`src/sv/pfi_pkg.sv`:
```
// ----------------------------------------------------------------------------
// pfi_pkg
// shared types and constants for the q31 polyphase interpolator
// ----------------------------------------------------------------------------
`default_nettype none
package pfi_pkg;
  localparam int unsigned MaxFactorDef    = 8;
  localparam int unsigned MaxPhaseTapsDef = 16;
  localparam int unsigned CoefDepthDef    = 128;
  localparam int unsigned QShift          = 31;

  typedef enum logic [1:0] {
    OP_PUSH  = 2'd0,
    OP_COEF  = 2'd1,
    OP_CLEAR = 2'd2,
    OP_NONE  = 2'd3
  } op_e;

  localparam logic [0:0] REG_FACTOR = 1'b0;
  localparam logic [0:0] REG_PLEN   = 1'b1;

  // controls handed along the history cell row
  typedef struct packed {
    logic shift;
    logic clear;
    logic rotate;
  } cell_ctl_t;
endpackage
`default_nettype wire

```
`src/sv/pfi_mac.sv`:
```
// ----------------------------------------------------------------------------
// pfi_mac
// registered 32x32 multiply then 64-bit accumulate
// ----------------------------------------------------------------------------
`default_nettype none
module pfi_mac (
  input  wire         clk_i,
  input  wire         mul_en_i,
  input  wire         mul_zero_i,
  input  wire [31:0]  a_i,
  input  wire [31:0]  b_i,
  input  wire         acc_clr_i,
  input  wire         acc_en_i,
  output logic [63:0] acc_o
);
  import pfi_pkg::*;
  logic [63:0] prod_q, acc_q;
  always_ff @(posedge clk_i) begin
    if (mul_en_i) begin
      prod_q <= mul_zero_i ? 64'd0 : 64'($signed(a_i) * $signed(b_i));
    end
    if (acc_clr_i) begin
      acc_q <= '0;
    end else if (acc_en_i) begin
      acc_q <= acc_q + prod_q;
    end
  end
  assign acc_o = acc_q;
endmodule
`default_nettype wire

```
`config.mk`:
```
export PLATFORM = sky130hd
export DESIGN_NAME = pfi_mac
export DESIGN_NICKNAME = d
export VERILOG_FILES = /design/src/sv/pfi_pkg.sv /design/src/sv/pfi_mac.sv
export SDC_FILE = /design/constraint.sdc
export NUM_CORES = 2
export LEC_CHECK = 0
export BUFFER_PORTS_ARGS = -buffer_cell sky130_fd_sc_hd__buf_2
export CELL_PAD_IN_SITES_DETAIL_PLACEMENT = 2
export CELL_PAD_IN_SITES_GLOBAL_PLACEMENT = 2
export CORE_MARGIN = 5
export CORE_UTILIZATION = 35
export CTS_CLUSTER_DIAMETER = 120
export DETAILED_ROUTE_END_ITERATION = 7
export GPL_ROUTABILITY_DRIVEN = 0
export PLACE_DENSITY_LB_ADDON = 0.1
export SLEW_MARGIN = 20
export SYNTH_ARGS = -nofsm -noshare
export SYNTH_HDL_FRONTEND = slang
export SYNTH_SLANG_ARGS = --single-unit
```
`constraint.sdc`:
```
create_clock -name clk_i -period 10.8 [get_ports clk_i]
set_input_delay 1.62 -clock clk_i [delete_from_list [all_inputs] [get_ports clk_i]]
set_output_delay 1.62 -clock clk_i [all_outputs]
set_load 0.02 [all_outputs]
```
==> run metrics <==
status=finished, final reports clean; Starting DRT DRC Count=~950; share of the synthesized area in the top cell type=49.4%; WHS Endpoint=acc_o[62]$_SDFFE_PP0P_; R2R depth=14; Post-Route WL=roughly 140000 um; cell count of the worst hold path=2; RSZ-0062 raised after global routing=no; CP peak stage delay=~870 ps; PostCTS Resize Cnt=0; Inst Count DP=6290; CTS tree=done; Synth Cell Area=between 0.04 and 0.05 mm2; Worst EP arrival=between 9000 and 10000 ps; Clock Path Buffers=2; Critical Path, Cell by Cell=buf_2 -> and2_1 -> fa_1 -> inv_1 -> fa_1 -> inv_1 -> fa_1 -> fa_1 -> inv_1 -> fa_1 -> inv_1 -> fa_1 -> fa_1 -> fa_1 -> ha_1 -> nand2_1 -> nor2_1 -> nand2_1 -> o31ai_1 -> o21ai_1 -> a31oi_1 -> a221oi_1 -> xnor2_1 -> nor2_1; Root Buffer=clkbuf_16; peak clock frequency supported by timing=0.102 GHz; CP bufs+invs=5; Hold Startpoint=acc_o[62]$_SDFFE_PP0P_; Synth Net Count=approximately 6000; Vias/cell=approximately 4.9; Post-CTS Hold Buffers=0; per-cell routed wire length=approximately 22 um; FF-to-FF End=acc_o[60]$_SDFFE_PP0P_; worst slew pin tran=about 890 ps; Reg2Reg Launch Point=acc_o[0]$_SDFFE_PP0P_; nets=about 6100; vias in the first global route=37700; GRT overflow=0; Met3 Wirelength=2670 um; synth unique cells=between 60 and 70; Finish-stage setup viols=0; Max FO, Critical Path=32; die area=roughly 0.13 mm2; I/O pins=roughly 130; hold_ws=just under 500 ps; Crit Path Category=in2reg; FFs w/ async S/R, synth=0%; Hold Path Class=reg2reg; WP data required=10970 ps; IO buf count=approximately 130; first-pass GRT wire length=225000 um; fin crit period=approximately 9800 ps; drt pass-1 iters=5; clock sinks=around 130; DR top layer=met4; Die X=364 um; hpwl dp=122000 um; CP startpoint kind=input port; cell taking the most area after synthesis=fa_1; CP endpoint kind=flop; Synth Warn #=0; initial antenna violation count=8; layout cell share with drive strength beyond 1=between 4 and 5%; Final Non-Filler Cells=roughly 6300; Clk Latency, worst-skew pair=approximately 450 ps; Relative slew margins=roughly two fifths; Initial Util=a little over a third; Inserted Clock Buffers=17; register area share after synthesis=~7.3%; P&R area growth vs syn=6.37%; top_reg_cell synth=edfxtp_1; Die Y=364 um; crit-path leading delay family=adder cells; Clk pin slew, worst setup/hold paths=~60 ps; post-route cell area=approximately 0.047 mm2; largest net degree at the start of global routing=just over 70; Post-synth EDFFs=64; Hold Violations, Final=0; flop-to-flop setup slack=about 6500 ps; Synth area leaders=fa_1 (49%), inv_1 (8.3%), and2_1 (7.4%); CORE AREA=about 0.13 mm2; Via Count=between 30000 and 40000; Fin Clk Skew=approximately 13 ps; Fin Setup TNS=0 ps; DRC=0; Cells after Synth=between 4000 and 5000; Post-DRT Antenna Nets=0; max-cap violations=0; post-placement cell area=approximately 0.046 mm2; Slowest-stage cell, CP=fa_1; most used cell, CP=fa_1; fin crit share=between 90 and 100%; Rows=130; Fill cells=around 14000; Pins Over Slew Limit=0; Mean Syn Cell Area=9.33 um2; met2 wire len=73600 um; Tot GR Track Use=between 20% and 30%; #FFs+latches synth=roughly 130; Setup Fix Bufs, Post-CTS=0; H-tree Lvls=4; met1 wire length=between 60000 and 70000 um
==> layout make-up <==
class,count,area [um2],area share (%)
multi-input combinational,3360,36100,77.4
inverter,972,3650,7.82
sequential,128,3200,6.86
tap,1650,2060,4.42
timing repair buffer,180,1020,2.19
clock buffer,18,429,0.919
clock inverter,14,188,0.402
antenna,5,12.5,0.0268
==> cell families (layout without fill, tap and decap cells) <==
family	Yosys count	in the layout	synth area share (%)
xor gates and xnor gates	119	119	2.38
muxes	40	40	0.927
DFF	128	128	7.30
AOI/OAI and AO/OA	443	443	6.59
adders and majority gates	1330	1330	56.4
buffers and inverters	1215	1184	10.4
other	0	5	0
and+or+nand+nor	1428	1428	15.9
==> synthesized netlist by cell type (all sizes together), types with 13 or more instances <==
cell and n:
nand2b 23, nand3 20, a211oi 24, fa 1083, and2 519, o21bai 20, clkbuf 236, nor2b 24
dfxtp 64, a21o 82, a31oi 13, xor2 45, mux2i 35, a21oi 135, nand4 18, and3 16
edfxtp 64, ha 247, inv 971, o21a 16, nand2 572, o21ai 75, nor2 198, xnor2 74
==> state kept, by name (all words and copies together), names as in the netlist <==
signal,count
acc_o,64
prod_q,64
==> placed cells by master (no fill, tap or decap), types with 35 or more instances in the layout <==
cell,count
nand2_1,571
xor2_1,45
fa_1,1083
edfxtp_1,64
nor2_1,198
o21ai_0,49
buf_2,132
inv_1,971
dfxtp_1,64
mux2i_1,35
ha_1,247
a21oi_1,134
and2_1,519
a21o_1,82
xnor2_1,74
buf_4,48
==> worst min-delay path, stage by stage, from the launching register on <==
cell and delay, ps:
dfxtp_1 330, nand2_1 60, o21ai_1 50
==> metal layers <==
metal,global-route usage (%),vias up
met1,28.5,16900
met5,0,-
li1,-,13900
met3,1.66,95
met2,40.5,267
met4,3.54,0
==> per-stage QoR <==
stage          utilization, %  setup slack (ps)
2_1_floorplan               -              1760
3_3_place_gp             36.8               675
3_5_place_dp             36.8               405
4_1_cts                  37.3               871
5_1_grt                  37.3               379
6_report                 37.3              1030
==> worst max-delay path by stage <==
stage                               end  slack [ps]  startpoint  depth (start not counted)
3_5_place_dp   prod_q[63]$_SDFFCE_PP0P_         410      b_i[5]                         25
2_1_floorplan  prod_q[56]$_SDFFCE_PP0P_        1760     a_i[31]                         23
6_report       prod_q[63]$_SDFFCE_PP0P_        1030      b_i[7]                         24
3_3_place_gp   prod_q[63]$_SDFFCE_PP0P_         680      b_i[5]                         25
5_1_grt        prod_q[63]$_SDFFCE_PP0P_         380      b_i[5]                         25
4_1_cts        prod_q[63]$_SDFFCE_PP0P_         870      b_i[5]                         25
Power is not shown: default switching activity piles up to over one toggle a cycle in this logic, so the estimate is an artifact.
