[config.mk]
export PLATFORM = sky130hd
export DESIGN_NAME = pfi_cell
export DESIGN_NICKNAME = d
export VERILOG_FILES = /design/src/sv/pfi_pkg.sv /design/src/sv/pfi_cell.sv
export SDC_FILE = /design/constraint.sdc
export NUM_CORES = 1
export LEC_CHECK = 0
export ABC_CLOCK_PERIOD_IN_PS = 1000
export BUFFER_PORTS_ARGS = -buffer_cell sky130_fd_sc_hd__buf_4
export CAP_MARGIN = 10
export CORE_MARGIN = 4
export CORE_UTILIZATION = 41
export CTS_BUF_LIST = sky130_fd_sc_hd__clkbuf_4
export DETAILED_ROUTE_END_ITERATION = 16
export PLACE_DENSITY = 0.85
export RECOVER_POWER = 100
export SLEW_MARGIN = 0
export SYNTH_ARGS = -nofsm -noshare
export SYNTH_HDL_FRONTEND = slang
export SYNTH_SLANG_ARGS = --single-unit
[constraint.sdc]
create_clock -name clk_i -period 1 [get_ports clk_i]
set_clock_uncertainty 0.1 [all_clocks]
set_input_delay 0.2 -clock clk_i [delete_from_list [all_inputs] [get_ports clk_i]]
set_output_delay 0.2 -clock clk_i [all_outputs]
set_load 0.005 [all_outputs]
[src/sv/pfi_pkg.sv]
// ----------------------------------------------------------------------------
// pfi_pkg
// shared types and constants for the q31 polyphase interpolator
// ----------------------------------------------------------------------------
`default_nettype none
package pfi_pkg;
  localparam int unsigned MaxFactorDef    = 8;
  localparam int unsigned MaxPhaseTapsDef = 16;
  localparam int unsigned CoefDepthDef    = 128;
  localparam int unsigned QShift          = 31;

  typedef enum logic [1:0] {
    OP_PUSH  = 2'd0,
    OP_COEF  = 2'd1,
    OP_CLEAR = 2'd2,
    OP_NONE  = 2'd3
  } op_e;

  localparam logic [0:0] REG_FACTOR = 1'b0;
  localparam logic [0:0] REG_PLEN   = 1'b1;

  // controls handed along the history cell row
  typedef struct packed {
    logic shift;
    logic clear;
    logic rotate;
  } cell_ctl_t;
endpackage
`default_nettype wire

[src/sv/pfi_cell.sv]
// ----------------------------------------------------------------------------
// pfi_cell
// one history word: clears on clear, shifts on push, rotates toward the mac during a pass
// ----------------------------------------------------------------------------
`default_nettype none
module pfi_cell (
  input  wire                 clk_i,
  input  wire                 rst_ni,
  input  pfi_pkg::cell_ctl_t  ctl_i,
  input  wire [31:0]          shift_in_i,
  input  wire [31:0]          rot_in_i,
  output logic [31:0]         word_o
);
  import pfi_pkg::*;
  logic [31:0] word_q;
  always_ff @(posedge clk_i or negedge rst_ni) begin
    if (!rst_ni) begin
      word_q <= '0;
    end else if (ctl_i.clear) begin
      word_q <= '0;
    end else if (ctl_i.shift) begin
      word_q <= shift_in_i;
    end else if (ctl_i.rotate) begin
      word_q <= rot_in_i;
    end
  end
  assign word_o = word_q;
endmodule
`default_nettype wire

==> results of run 1 <==
==> worst max-delay path by stage <==
stage	to	cells after the start
4_1_cts	word_o[14]	1
6_report	word_o[10]	1
2_1_floorplan	word_o[0]	4
3_3_place_gp	word_o[27]	3
3_5_place_dp	word_o[20]	3
5_1_grt	word_o[10]	1
==> cell usage after synthesis, drive strengths merged <==
cell    number
buf          4
mux2i       32
a211oi      32
nor2b       32
inv          1
clkbuf       9
dfrtp       32
==> worst reg2reg max path, stage by stage (launching register included) <==
cell,delay (ps)
dfrtp_1,420
buf_4,150
buf_6,100
mux2i_2,160
a211oi_2,90
==> power groups by stage <==
stage	registers, W	logic, W	clock network, W
after CTS	0.00146	0.000808	0.000681
final	0.00146	0.000849	0.000643
after global placement	0.00146	0.000701	0
after floorplan	0.00147	0.000284	0
after detailed placement	0.00146	0.000715	0
after global routing	0.00147	0.000916	0.000732
==> timing repair <==
item / 4_1_cts / 5_1_grt
pin swaps: 1 / 8
buffers inserted: 8 / 6
gates resized for setup: 32 / 12
endpoints found under the setup margin: 32 / 43
endpoints found under the hold margin: 32 / 0
hold buffers: 1 / 0
==> logic make-up after synthesis <==
group / count (synthesis) / synth area share, %
compound gates: 32 / 14.4
buf+inv: 14 / 6.52
flops: 32 / 47.9
simple gates: 32 / 12.0
mux: 32 / 19.2
==> cell type report <==
cell class | instances | area [um2]
clock buffers | 5 | 37.5
clock inverters | 2 | 7.51
fillers | 273 | 1050
inverters | 1 | 3.75
multi-input cells | 96 | 797
flip-flops and latches | 32 | 801
well taps | 48 | 60.1
repair buffers | 116 | 1050
==> per-layer routing <==
metal / up-vias / wire, um / share of wire (%) / GRT usage [%]
li1: 730 / - / - / -
met1: 737 / 2080 / 42 / 22.7
met2: 64 / 2440 / 50 / 33.2
met3: 6 / 307 / 6.3 / 5.89
met4: 0 / 66 / 1.3 / 5.85
met5: - / 0 / 0 / 0
==> metrics by stage <==
stage	utilization [%]	total power [W]
final	72.5	0.00295
after global routing	72.5	0.00312
after CTS	70.3	0.00295
after detailed placement	64.1	0.00218
after global placement	64.1	0.00216
after floorplan	-	0.00175
==> flow_summary_export.csv, run 1 <==
group,metric,value,unit
final_layout,drive_gt1_share,50.8,%
yosys,synth_top_area_share,47.9,%
power_and_ir_drop,swShare,26.1,%
setup_path,arrival,860,ps
clock_network,cts_max_level,2,
clock_network,clock-sinks,32,
setup_path,cp_slowest_cell,"dfrtp_1",
placed_design,dp.cells,280,
setup_path,end_kind,"output pin",
global_routing,grt_pass1_vias,1632,
outcome,violations,"setup timing",
yosys,avgSynthCellArea,11.8,um2
power_and_ir_drop,peakVddDrop,614,uV
final_layout,nNetsFinal,321,
route,wl_per_cell,16.3,um
clock_network,clkLatencyLatePin,320,ps
sta,timing.slew.headroom,69.7,%
placed_design,placed_area,2440,um2
setup_path,critPathTopFamily,"flip-flops",
die,dieHeight,71.8,um
outcome,status,"finished with violations",
sta,finalMaxSlewViolations,0,
setup_path,cp_slowest_stage_delay,420,ps
final_layout,layout_commonest_cell,"buf_4",
yosys,yosysSeqAreaShare,47.9,%
die,start_util,44.0,%
sta,max_freq,860,MHz
sta,rsz0062_at_grt,"true",
placed_design,dp_slack,-327,ps
clock_network,cts_root_buffer,"clkbuf_4",
setup_path,cp-startpoint,"word_o[10]",
power_and_ir_drop,power_switching,0.000771,W
setup_path,crit_type,"register to output pin",
clock_network,clockBufferDepth,2,
power_and_ir_drop,combPwrFrac,28.8,%
clock_network,cts.reportedPaths.clkPinSlew,100,ps
yosys,synthCells,142,
yosys,syn_nets,211,
placed_design,gp_congestion,0.700,
setup_path,path_cells,"buf_6",
route,dr.pass1.iters,3,
route,vias,1537,
yosys,ys_ff_latch,32,
final_layout,final_cell_mix,"buf_4, buf_6, nor2b_1, dfrtp_1, mux2i_1",
sta,tns,-4650,ps
flow_run,drv_cap,0,
die,boundaryPins,101,
setup_path,path_buf_inv,1,
final_layout,antennaDiodeCount,0,
global_routing,track_usage,19.2,%
clock_network,numCtsBuffers,5,
min_path,hold_end,"word_o[28]",
global_routing,gr-total-overflow,0,
min_path,hp-class,"primary input to register",
sta,min_period,1160,ps
sta,worst_pin_slew,454,ps
setup_path,timing.rr.start,"word_o[10]",
global_routing,antenna_found_initial,0,
route,drt_iter0_drc,78,
sta,finalCritPeriodShare,116,%
yosys,synth_area,1670,um2
route,drc,0,
final_layout,area_growth,64.8,%
global_routing,grt_max_degree,33,
final_layout,final_area,2750,um2
yosys,netlist.top_cell.by_area,"dfrtp_1",
setup_path,rrSetupSlack,-140,ps
final_layout,largest_reg_flops,32,
setup_path,required,700,ps
setup_path,crit_fanout,2,
setup_path,r2r_cells,4,
clock_network,tritoncts,"done",
power_and_ir_drop,internal_power,0.00218,W
die,placementRows,22,
final_layout,final_cells,300,
route,final_antenna_net_count,0,
yosys,synthDistinctLibCells,8,
sta,timing.hold.ws,69.3,ps
sta,finalHoldViolCount,0,
power_and_ir_drop,pwr-share-seq,49.4,%
sta,worst_slack,-163,ps
yosys,ys_top_cells_by_area,"dfrtp_1, mux2i_1, a211oi_1, nor2b_1, buf_12",
placed_design,dp_hpwl,3.26,mm
yosys,synth_warnings,0,
setup_path,critPathLaunchType,"register",
route,viasPerCell,5.12,
route,drt_wl_total,4.90,mm
die,core,3800,um2
placed_design,port_buffers,100,
die,fp.dieArea,5160,um2
power_and_ir_drop,p_leak,1.35,nW
power_and_ir_drop,clkPwrFrac,21.8,%
power_and_ir_drop,power.density,1070,nW/um2
die,die-width,71.8,um
setup_path,rr_endpoint,"word_o[10]",
global_routing,grt_pass1_wl,7.70,mm
min_path,holdPathStages,3,
sta,setup_viol,33,
min_path,worstHoldStart,"shift_in_i[28]",
(Power assumes the default switching activity.)
==> inputs of run 2 (changes only) <==
Settings changed: CORE_UTILIZATION 41 to 44, PLACE_DENSITY 0.85 to 0.89.
==> run 2 against run 1 <==
Effect of this change:
- the flow still finishes with violations (setup timing)
- sequential cell count unchanged
- critical path type unchanged
- count of clock-buffer cells in the layout unchanged
- sequential power about the same
- clock power up 4.8%
==> flow_summary_export.csv, run 2 (synthesis gave the netlist of run 1 again) <==
group,metric,value,unit
outcome,status,"finished with violations",
outcome,violations,"setup timing",
sta,max_freq,859,MHz
setup_path,cp_slowest_cell,"dfrtp_1",
setup_path,crit_type,"register to output pin",
route,vias,1556,
final_layout,area_growth,64.6,%
clock_network,clock-sinks,32,
die,die-width,69.6,um
setup_path,path_buf_inv,1,
placed_design,dp_hpwl,3.32,mm
power_and_ir_drop,peakVddDrop,758,uV
clock_network,tritoncts,"done",
global_routing,grt_pass1_wl,8.00,mm
placed_design,dp_slack,-332,ps
placed_design,dp.cells,278,
global_routing,track_usage,20.8,%
global_routing,antenna_found_initial,0,
route,viasPerCell,5.19,
setup_path,critPathLaunchType,"register",
route,final_antenna_net_count,0,
final_layout,final_cells,300,
sta,timing.slew.headroom,70.0,%
power_and_ir_drop,power.density,1090,nW/um2
sta,rsz0062_at_grt,"true",
setup_path,path_cells,"buf_6",
power_and_ir_drop,total_power,0.00299,W
final_layout,largest_reg_flops,32,
final_layout,utilization,75.1,%
die,placementRows,22,
setup_path,cp_slowest_stage_delay,410,ps
sta,finalMaxSlewViolations,0,
sta,worst_slack,-165,ps
route,wl_per_cell,16.9,um
sta,setup_viol,36,
setup_path,critPathTopFamily,"flip-flops",
die,core,3660,um2
final_layout,nFillCells,285,
die,dieHeight,69.6,um
setup_path,arrival,860,ps
clock_network,cts_root_buffer,"clkbuf_4",
final_layout,layout_commonest_cell,"buf_4",
sta,worst_pin_slew,450,ps
die,start_util,45.6,%
sta,finalCritPeriodShare,116,%
route,dr.pass1.iters,4,
sta,min_period,1160,ps
placed_design,gp_congestion,0.819,
setup_path,required,700,ps
final_layout,final_cell_mix,"buf_4, buf_6, nor2b_1, dfrtp_1, mux2i_1",
flow_run,drv_cap,0,
route,drt_iter0_drc,59,
global_routing,grt_max_degree,34,
route,drt_wl_total,5.06,mm
clock_network,clkLatencyLatePin,320,ps
die,boundaryPins,101,
final_layout,drive_gt1_share,51.6,%
final_layout,antennaDiodeCount,0,
final_layout,nNetsFinal,320,
route,drc,0,
min_path,hp-class,"primary input to register",
clock_network,cts.reportedPaths.clkPinSlew,100,ps
clock_network,numCtsBuffers,5,
placed_design,port_buffers,100,
global_routing,grt_pass1_vias,1686,
clock_network,clockBufferDepth,2,
setup_path,end_kind,"output pin",
die,fp.dieArea,4850,um2
clock_network,cts_max_level,2,
sta,finalHoldViolCount,0,
final_layout,seq_area,801,um2
final_layout,multi_input_area,801,um2
global_routing,gr-total-overflow,0,
power_and_ir_drop,p_leak,1.35,nW
setup_path,crit_fanout,2,
==> run 2: changes by cell type in the layout (fill, tap and decap cells not counted), sizes merged <==
| cell | change |
|---|---|
| clkbuf | -1 |
| clkinv | +1 |
==> run 2: layout make-up <==
| cell class | count | share of cell area, % |
|---|---|---|
| Timing Repair Buffer | 115 | 37.6 |
| Sequential cell | 32 | 29.1 |
| Multi-Input combinational cell | 96 | 29.1 |
| Clock buffer | 5 | 1.37 |
| Clock inverter | 3 | 0.501 |
| Inverter | 1 | 0.137 |
| Tap cell | 48 | 2.18 |
==> run 2: power breakdown <==
group / internal, W / switching (W)
combinational: 0.000545 / 0.000307
clock: 0.000257 / 0.000416
sequential: 0.00139 / 0.0000739
==> run 2: worst paths after layout <==
path                                start          to  slack, ps  cells past startpoint
hold reg to reg                word_o[22]  word_o[22]        550                      2
setup / recovery               word_o[30]  word_o[30]       -160                      1
hold / removal             shift_in_i[27]  word_o[27]         60                      3
setup reg to reg                word_o[0]   word_o[0]        -20                      3
min in group asynchronous          rst_ni   word_o[7]        280                      2
max in group asynchronous          rst_ni  word_o[12]        200                      2
==> run 2: tightest hold or removal path, stage by stage <==
cell      delay, ps
buf_4           110
nor2b_1         100
a211oi_1         50
==> run 2: what timing repair did <==
item | CTS | global route
pin swaps | 3 | 11
setup buffers | 11 | 5
endpoints found under the hold margin | 32 | 0
gates resized for setup | 32 | 20
endpoints found under the setup margin | 32 | 54
hold buffers | 1 | 0
==> run 2: routing by layer <==
| metal | wire, um | global-route usage, % | vias to the layer above |
|---|---|---|---|
| met2 | 2770 | 37.1 | 57 |
| met1 | 1930 | 24.4 | 757 |
| met3 | 249 | 4.49 | 8 |
| li1 | - | - | 734 |
| met5 | 0 | 0 | - |
| met4 | 106 | 7.45 | 0 |
==> run 2: stage by stage <==
stage	setup TNS, ps	area, um2	hold slack [ps]
3_3_place_gp	-7100	2400	63.8
5_1_grt	-6340	2750	52.2
2_1_floorplan	0	1670	-196
6_report	-4790	2750	60.8
3_5_place_dp	-8940	2400	65.4
4_1_cts	-5100	2660	50.4
